## config.mk

```make
export PLATFORM = sky130hd
export DESIGN_NAME = pvi_queue
export DESIGN_NICKNAME = d
export VERILOG_FILES = /design/src/rtl/core/particle_velocity_integrator_defines.svh /design/src/rtl/core/pvi_pkg.sv /design/src/rtl/core/pvi_queue.sv
export SDC_FILE = /design/constraint.sdc
export NUM_CORES = 1
export LEC_CHECK = 0
export ABC_AREA = 1
export BUFFER_PORTS_ARGS = -buffer_cell sky130_fd_sc_hd__buf_2
export CORE_ASPECT_RATIO = 0.9
export CORE_UTILIZATION = 35
export DETAILED_ROUTE_END_ITERATION = 10
export SLEW_MARGIN = 20
export SYNTH_ARGS = -nofsm -noshare
export SYNTH_HDL_FRONTEND = slang
export SYNTH_SLANG_ARGS = --single-unit
```

## constraint.sdc

```tcl
create_clock -name clock -period 26 [get_ports clock]
set_input_delay 3.9 -clock clock [delete_from_list [all_inputs] [get_ports clock]]
set_output_delay 3.9 -clock clock [all_outputs]
set_load 0.01 [all_outputs]
```

## src/rtl/core/particle_velocity_integrator_defines.svh

```systemverilog
// ----------------------------------------------------------------------------
// Particle velocity integrator assertion macros
// Shared assertion forms for the integrator; they compile away when
// NO_ASSERTIONS is set.
// ----------------------------------------------------------------------------
`ifndef PARTICLE_VELOCITY_INTEGRATOR_DEFINES_SVH
`define PARTICLE_VELOCITY_INTEGRATOR_DEFINES_SVH

`ifndef NO_ASSERTIONS

`define PVI_ASSERT_IMPLY(label, clk, rst, ante, cons) \
   label: assert property (@(posedge clk) disable iff (rst) (ante) |-> (cons)) \
      else $error("integrator check failed");

`define PVI_ASSERT_DELAY(label, clk, rst, ante, n, cons) \
   label: assert property (@(posedge clk) disable iff (rst) (ante) |-> ##n (cons)) \
      else $error("integrator latency check failed");

`else

`define PVI_ASSERT_IMPLY(label, clk, rst, ante, cons)

`define PVI_ASSERT_DELAY(label, clk, rst, ante, n, cons)

`endif

`endif

```

## src/rtl/core/pvi_pkg.sv

```systemverilog
`timescale 1ns / 1ps
// ----------------------------------------------------------------------------
// Particle velocity integrator package
// Types, register codes, reset values and helpers shared by the integrator.
// ----------------------------------------------------------------------------
package pvi_pkg;

   typedef enum logic [1:0] {
      REG_DAMPING,
      REG_SPEED_LIMIT,
      REG_STEP_LIMIT,
      REG_DENSITY_FLOOR
   } reg_index_type;

   localparam logic [15:0] DAMPING_RESET = 16'd65208;
   localparam logic [30:0] SPEED_LIMIT_RESET = 31'd786432;
   localparam logic [15:0] STEP_LIMIT_RESET = 16'd1049;
   localparam logic [30:0] DENSITY_FLOOR_RESET = 31'd66;

   localparam int unsigned DIV1_NW = 48;
   localparam int unsigned DIV1_QW = 47;
   localparam int unsigned DIV1_DW = 31;
   localparam int unsigned SQRT_STEPS = 32;
   localparam int unsigned DIV2_NW = 62;
   localparam int unsigned DIV2_QW = 32;
   localparam int unsigned DIV2_DW = 32;

   typedef struct packed {
      logic [15:0] step_limit;
      logic [30:0] density_floor;
   } front_cfg_type;

   typedef struct packed {
      logic [15:0] damping;
      logic [30:0] speed_limit;
   } back_cfg_type;

   typedef struct packed {
      logic [2:0][31:0] pos;
      logic [2:0][31:0] vel;
      logic [2:0][46:0] mag;
      logic [2:0]       neg;
      logic [30:0]      dens;
      logic [15:0]      dt;
      logic             active;
   } item_type;

   typedef struct packed {
      logic [2:0][31:0] pos;
      logic [2:0][31:0] vel;
      logic [2:0]       neg;
      logic [15:0]      dt;
      logic             active;
   } div1_side_type;

   typedef struct packed {
      logic [63:0]      s2;
      logic [61:0]      lim2;
      logic [2:0][61:0] ml;
      logic [2:0][31:0] v2;
      logic [2:0]       sgn;
      logic [2:0][31:0] pos;
      logic [2:0][31:0] vel;
      logic [15:0]      dt;
      logic             active;
   } sqrt_side_type;

   typedef struct packed {
      logic [2:0][31:0] v2;
      logic [2:0]       sgn;
      logic             clamp;
      logic [2:0][31:0] pos;
      logic [2:0][31:0] vel;
      logic [15:0]      dt;
      logic             active;
   } div2_side_type;

   typedef struct packed {
      logic [2:0][31:0] pos;
      logic [2:0][31:0] vel;
      logic             clamped;
   } rsp_type;

   function automatic logic [31:0] sat32(input logic signed [63:0] v);
      logic [31:0] r;
      if (v > 64'sd2147483647) begin
         r = 32'h7fff_ffff;
      end else if (v < -64'sd2147483648) begin
         r = 32'h8000_0000;
      end else begin
         r = v[31:0];
      end
      return r;
   endfunction

endpackage

```

## src/rtl/core/pvi_queue.sv

```systemverilog
`timescale 1ns / 1ps
// ----------------------------------------------------------------------------
// Integrator item queue
// Short register queue between the front end and the back end. It reports
// busy early enough to absorb the items still inside the front end.
// ----------------------------------------------------------------------------
module pvi_queue (
   input  logic               clock,
   input  logic               reset,
   input  logic               push,
   input  pvi_pkg::item_type  push_item,
   input  logic               pop,
   output logic               pop_valid,
   output pvi_pkg::item_type  pop_item,
   output logic               busy
);

   localparam int unsigned DEPTH = 4;
   localparam int unsigned PTR_W = $clog2(DEPTH);
   localparam int unsigned CNT_W = $clog2(DEPTH + 1);

   pvi_pkg::item_type mem_ff [0:DEPTH-1];
   logic [PTR_W-1:0] wr_ptr_ff;
   logic [PTR_W-1:0] wr_ptr_in;
   logic [PTR_W-1:0] rd_ptr_ff;
   logic [PTR_W-1:0] rd_ptr_in;
   logic [CNT_W-1:0] count_ff;
   logic [CNT_W-1:0] count_in;
   logic             do_pop;

   always_comb begin
      do_pop = pop && (count_ff != '0);
      wr_ptr_in = push ? wr_ptr_ff + 1'b1 : wr_ptr_ff;
      rd_ptr_in = do_pop ? rd_ptr_ff + 1'b1 : rd_ptr_ff;
      count_in = count_ff;
      if (push && !do_pop) begin
         count_in = count_ff + 1'b1;
      end else if (!push && do_pop) begin
         count_in = count_ff - 1'b1;
      end
   end

   always_ff @(posedge clock) begin
      if (push) begin
         mem_ff[wr_ptr_ff] <= push_item;
      end
   end

   always_ff @(posedge clock) begin
      if (reset) begin
         wr_ptr_ff <= '0;
         rd_ptr_ff <= '0;
         count_ff <= '0;
      end else begin
         wr_ptr_ff <= wr_ptr_in;
         rd_ptr_ff <= rd_ptr_in;
         count_ff <= count_in;
      end
   end

   assign pop_valid = (count_ff != '0);
   assign pop_item = mem_ff[rd_ptr_ff];
   assign busy = (count_ff >= CNT_W'(DEPTH - 2));

endmodule

```

==> run_results.csv, run 1 <==
group,metric,value,unit
status,outcome,"finished clean",
critical_path,start_kind,"flop",
cells_and_area,final_net_count,4891,
power,totalPowerFinal,6.22,mW
placement,portBuffers,773,
logic_synthesis,ys_seq_area_share,81.4,%
die,die_area,164000,um^2
sta,slew_viol_final,0,
sta,max_slew_margin,27.4,%
clock_network,cts.repair.resized,0,
power,vdd.ir_drop.worst,0.0597,mV
clock_network,cts.path.max_buffers,3,
sta,fin_setup_tns,0,ns
cells_and_area,drive_gt1_share,22.6,%
drt,drt-vias-per-instance,5.03,
logic_synthesis,synthTopCellsByCount,"1536 x edfxtp_1, 773 x nor2_1, 530 x o21ai_0",
logic_synthesis,yosysMostFrequentCell,"edfxtp_1",
logic_synthesis,yosysWarningCount,0,
grt,antenna_found_initial,62,
flow_run,maxCapViolations,0,
sta,rsz0062_at_grt,"no",
sta,fmaxAchievable,98.9,MHz
logic_synthesis,yosys-top-cells-area,"edfxtp_1 81%, nor2_1 5.1%, o21ai_0 4.7%, o22ai_1 4.2%, o21ai_1 2.1%",
logic_synthesis,yosys_register_bits,1545,
grt,grt_pass1_wl,206000,um
logic_synthesis,synth_cell_types,16,
sta,fin_skew,0.0367,ns
die,dieWidth,427,um
drt,ant_nets,0,
cells_and_area,area_growth,19.3,%
logic_synthesis,synth_top_area_share,81.1,%
logic_synthesis,synth-edff-count,1536,
critical_path,regToRegStartpoint,"wr_ptr_ff[0]",
clock_network,clkSlewWorstSetupHoldPaths,0.05,ns
drt,drc_errors,0,
grt,grt_max_degree,143,
die,core-area,160000,um^2
power,p_leak,23.2,nW
clock_network,cts_hold_buf,0,
clock_network,post-cts-setup-buffer-count,0,
die,rows,139,
clock_network,numCtsBuffers,157,
sta,setup_viol,0,
die,floorplan.initialDensity,35.5,%
power,power.density,91.6,nW/um^2
logic_synthesis,ys.flop_type,"edfxtp_1",
logic_synthesis,syn_inst,3777,
sta,period_minus_slack,10.11,ns
min_path,hold_class,"reg2reg",
clock_network,cts_max_level,4,
die,die_h,384,um
sta,finalHoldViolations,0,
drt,num_vias,34100,
grt,grt_remaining_overflow,0,
sta,finalCritPeriodShare,38.9,%
critical_path,path_class,"reg2out",
drt,wl_per_cell,20.8,um
placement,gp_congestion,0.799,
logic_synthesis,synthArstFlopShare,0,%
critical_path,required,22.10,ns
cells_and_area,instances_no_fill,6776,
logic_synthesis,yosysTopAreaCell,"edfxtp_1",
placement,dp_cells,6453,
placement,dp_hpwl,83100,um
logic_synthesis,synth_nets,4171,
drt,wl,141000,um
logic_synthesis,syn-cell-area,56900,um^2
clock_network,cts.sinks,1545,
critical_path,worst-endpoint-arrival,6.21,ns
die,ios,774,
sta,worst_pin_slew,1.09,ns
clock_network,worstSkewPairLatency,0.80,ns
drt,drt-pass1-iter-count,5,
critical_path,critPathCaptureType,"output pin",
grt,grt_pass1_vias,32500,
grt,track_usage,16.5,%
critical_path,path_max_fanout,92,
clock_network,cts_root_buffer,"clkbuf_16",
logic_synthesis,syn_area_per_cell,15.1,um^2
drt,drtIter0Drc,2207,
clock_network,tritoncts,"built",
min_path,hp-start,"rd_ptr_ff[1]",
## metal layers
layer	up-vias	share of wire, %	track usage, %	wire length (um)
li1	15900	-	-	-
met1	16900	40	20.6	57100
met2	995	48	26.4	68000
met3	291	7.2	4.87	10100
met4	40	4.0	7.86	5620
met5	-	0.18	0	251
## worst max-delay path: stages (launching register included)
cell	delay, ns
dfxtp_4	0.82
buf_4	0.70
buf_4	0.66
buf_4	0.70
buf_4	0.79
buf_4	0.84
o21ai_0	0.22
o22ai_1	0.22
buf_2	0.17
## state kept, by name, summed over array words and instances, names as in the netlist, named ones only
register,flops
count_ff,3
rd_ptr_ff,2
wr_ptr_ff,2
mem_ff,1536
## area by class of cell
| class | count | area (um^2) |
|---|---|---|
| multi-input cells | 1959 | 9350 |
| clock buffers | 199 | 4130 |
| flip-flops and latches | 1545 | 46300 |
| fillers | 14600 | 92500 |
| diodes | 36 | 90.1 |
| repair buffers | 816 | 4240 |
| clock inverters | 88 | 971 |
| inverters | 18 | 113 |
| well taps | 2115 | 2650 |
## logic make-up after synthesis
logic type                 share of synthesized area, %
DFF                                                81.4
AOI/OAI and AO/OA                                  11.1
and+or+nand+nor                                    5.23
buffers and inverters                              2.11
adders and majority gates                         0.145
## report_power, final
part | leakage (nW) | switching, mW | internal (mW) | total [mW]
Clock | 2.47 | 0.947 | 1.27 | 2.21
Combinational | 6.55 | 0.778 | 0.338 | 1.12
Sequential | 14.2 | 0.0350 | 2.85 | 2.89
## worst paths after layout
check | end | slack [ns] | depth (start not counted)
worst max register to register | mem_ff[0][218] | 21.99 | 7
worst min-delay path | flop | 0.50 | 2
worst max-delay path | pop_item[255] | 15.89 | 8
worst min register to register | flop | 0.50 | 2
## per-stage QoR
step	area [um^2]	worst slack (ns)	util (%)	hold slack [ns]
4_1_cts	67800	15.87	42.3	0.509
6_report	67900	15.89	42.3	0.500
2_1_floorplan	56900	13.98	-	0.459
3_5_place_dp	62700	16.73	39.1	0.499
3_3_place_gp	62700	16.83	39.1	0.485
5_1_grt	67800	15.34	42.3	0.531
## cell usage in the layout, fill, tap and decap left out, types with 3 or more instances in the layout
master / n
o22ai_1: 384
clkinv_16: 5
buf_12: 4
bufinv_16: 13
clkinv_1: 24
nand3_1: 3
o21ai_0: 530
a21oi_1: 6
dfxtp_1: 7
inv_6: 3
clkinvlp_4: 6
buf_2: 773
nand2_1: 15
o21ai_1: 242
diode_2: 36
buf_4: 39
clkinv_2: 29
inv_1: 12
nor2_1: 773
edfxtp_1: 1536
inv_8: 8
clkinv_8: 5
clkbuf_16: 159
clkbuf_1: 40
ha_1: 5
Power figures use the tool's default switching activity.
==> run 2: changes to the inputs <==
clock period = 8.4 ns   (was 26 ns; I/O delays follow)
==> run 2 against run 1 <==
  * Die area is the same
  * Clock skew shrank 0.017 ns
  * Register-to-register slack got worse by 17 ns
  * Critical path type unchanged
  * Highest routed layer unchanged
==> run_results.csv, run 2 (synthesis results as in run 1) <==
group,metric,value,unit
status,outcome,"finished clean",
grt,grt_max_degree,210,
sta,rsz0062_at_grt,"no",
critical_path,required,7.14,ns
min_path,hold_depth,2,
cells_and_area,final_common_cell,"edfxtp_1",
cells_and_area,final_core_util,42.3,%
sta,max_slew_margin,17.4,%
critical_path,worst-endpoint-arrival,3.86,ns
grt,antenna_found_initial,74,
placement,portBuffers,773,
drt,ant_nets,0,
clock_network,post-cts-setup-buffer-count,0,
critical_path,critPathMaxStageDelay,0.77,ns
drt,wl,144000,um
critical_path,cp_slowest_cell,"dfxtp_4",
sta,fmaxAchievable,195,MHz
die,die_area,164000,um^2
grt,grt_pass1_wl,209000,um
clock_network,cts.sinks,1545,
cells_and_area,instances_no_fill,6765,
die,floorplan.initialDensity,35.5,%
grt,grt_pass1_vias,32600,
die,ios,774,
sta,finalCritPeriodShare,61.0,%
clock_network,tritoncts,"built",
sta,setup_ws,3.28,ns
critical_path,r2r_cells,6,
sta,worst_pin_slew,1.24,ns
placement,gp_congestion,0.775,
flow_run,maxCapViolations,0,
cells_and_area,area_growth,19.4,%
critical_path,cp_common_cell,"buf_12",
min_path,hp-start,"rd_ptr_ff[0]",
drt,drt-pass1-iter-count,4,
drt,num_vias,34400,
power,p_leak,23.2,nW
critical_path,path_max_fanout,203,
die,dieWidth,427,um
critical_path,crit_cells,5,
critical_path,start_kind,"flop",
drt,drtIter0Drc,2341,
cells_and_area,ff_latch_area,46300,um^2
critical_path,regToRegStartpoint,"wr_ptr_ff[0]",
drt,drt-vias-per-instance,5.08,
drt,wl_per_cell,21.2,um
cells_and_area,drive_gt1_share,22.2,%
cells_and_area,largest_reg_flops,1536,
cells_and_area,n_fill_cell,14500,
placement,dp_hpwl,83800,um
clock_network,worstSkewPairLatency,0.78,ns
sta,slew_viol_final,0,
sta,setup_viol,0,
clock_network,cts.repair.resized,0,
critical_path,cp_num_buf_inv,3,
power,power.density,283,nW/um^2
drt,drc_errors,0,
placement,dp_cells,6448,
clock_network,numCtsBuffers,158,
clock_network,cts_root_buffer,"clkbuf_16",
die,rows,139,
critical_path,cp_top_family,"buffers and inverters",
cells_and_area,regMostFlops,"mem_ff",
cells_and_area,multi_input_area,9350,um^2
sta,fin_setup_tns,0,ns
critical_path,path_class,"reg2out",
clock_network,cts_hold_buf,0,
power,vdd.ir_drop.worst,0.187,mV
min_path,hold_class,"reg2reg",
critical_path,worstReg2RegEnd,"mem_ff[2][264]",
clock_network,clkSlewWorstSetupHoldPaths,0.06,ns
critical_path,crit_chain,"buf_12 > buf_12 > o21ai_0 > o22ai_1 > buf_2",
grt,track_usage,16.9,%
die,die_h,384,um
sta,finalHoldViolations,0,
die,core-area,160000,um^2
critical_path,r2r_slack,5.45,ns
grt,grt_remaining_overflow,0,
sta,period_minus_slack,5.12,ns
critical_path,critPathCaptureType,"output pin",
clock_network,cts.path.max_buffers,3,
cells_and_area,final_net_count,4887,
clock_network,cts_max_level,4,
cells_and_area,final_cell_mix,"1536 x edfxtp_1, 773 x nor2_1, 773 x buf_2",
placement,place_ws,4.19,ns
cells_and_area,reg_top3,"mem_ff x1536, count_ff x3",
sta,fin_skew,0.0197,ns
## run 2: cell types whose count changed in the layout (fill, tap and decap cells not counted), moves of 5 or more
cell	previous run	this run
inv_8	8	3
buf_4	39	17
clkinv_2	29	20
buf_12	4	21
clkinv_1	24	37
clkinv_16	5	0
## run 2: layout make-up
class	instances	share of cell area, %
inverters	18	0.144
repair buffers	811	6.51
multi-input cells	1959	13.8
clock buffers	202	6.24
clock inverters	79	1.07
diodes	36	0.133
flip-flops and latches	1545	68.2
well taps	2115	3.90
## run 2: through the flow
| step | hold slack (ns) | power (mW) | area [um^2] |
|---|---|---|---|
| 3_5_place_dp | 0.498 | 12.6 | 62800 |
| 6_report | 0.508 | 19.2 | 67900 |
| 2_1_floorplan | 0.459 | 11.1 | 56900 |
| 3_3_place_gp | 0.488 | 12.6 | 62800 |
| 5_1_grt | 0.544 | 20.0 | 67800 |
| 4_1_cts | 0.509 | 19.4 | 67800 |
## run 2: report_power, final
group	switching (mW)	internal (mW)
clock	2.82	3.95
sequential	0.103	8.84
combinational	2.41	1.07
## run 2: worst max path at each step
stage | start | endpoint | slack (ns)
final | flop | pop_item[283] | 3.28
after floorplan | push | mem_ff[0][0] | 0.91
after global routing | flop | pop_item[243] | 3.05
after global placement | flop | pop_item[219] | 4.19
after detailed placement | flop | pop_item[219] | 4.19
after CTS | flop | pop_item[219] | 3.32
## run 2: metal layers
metal / global-route usage [%] / up-vias / part of all wire [%]
met3: 5.50 / 323 / 7.7
met4: 7.11 / 56 / 3.8
met2: 27.2 / 963 / 49
met5: 0 / - / 0.27
li1: - / 15900 / -
met1: 20.7 / 17100 / 40
## run 2: worst reg2reg max path: cells and delay by family (launching register included)
| kind | cells | cell delay (ns) |
|---|---|---|
| simple gates | 1 | 0.11 |
| fa+ha+maj | 1 | 0.20 |
| flops | 1 | 0.36 |
| buf+inv | 4 | 1.53 |
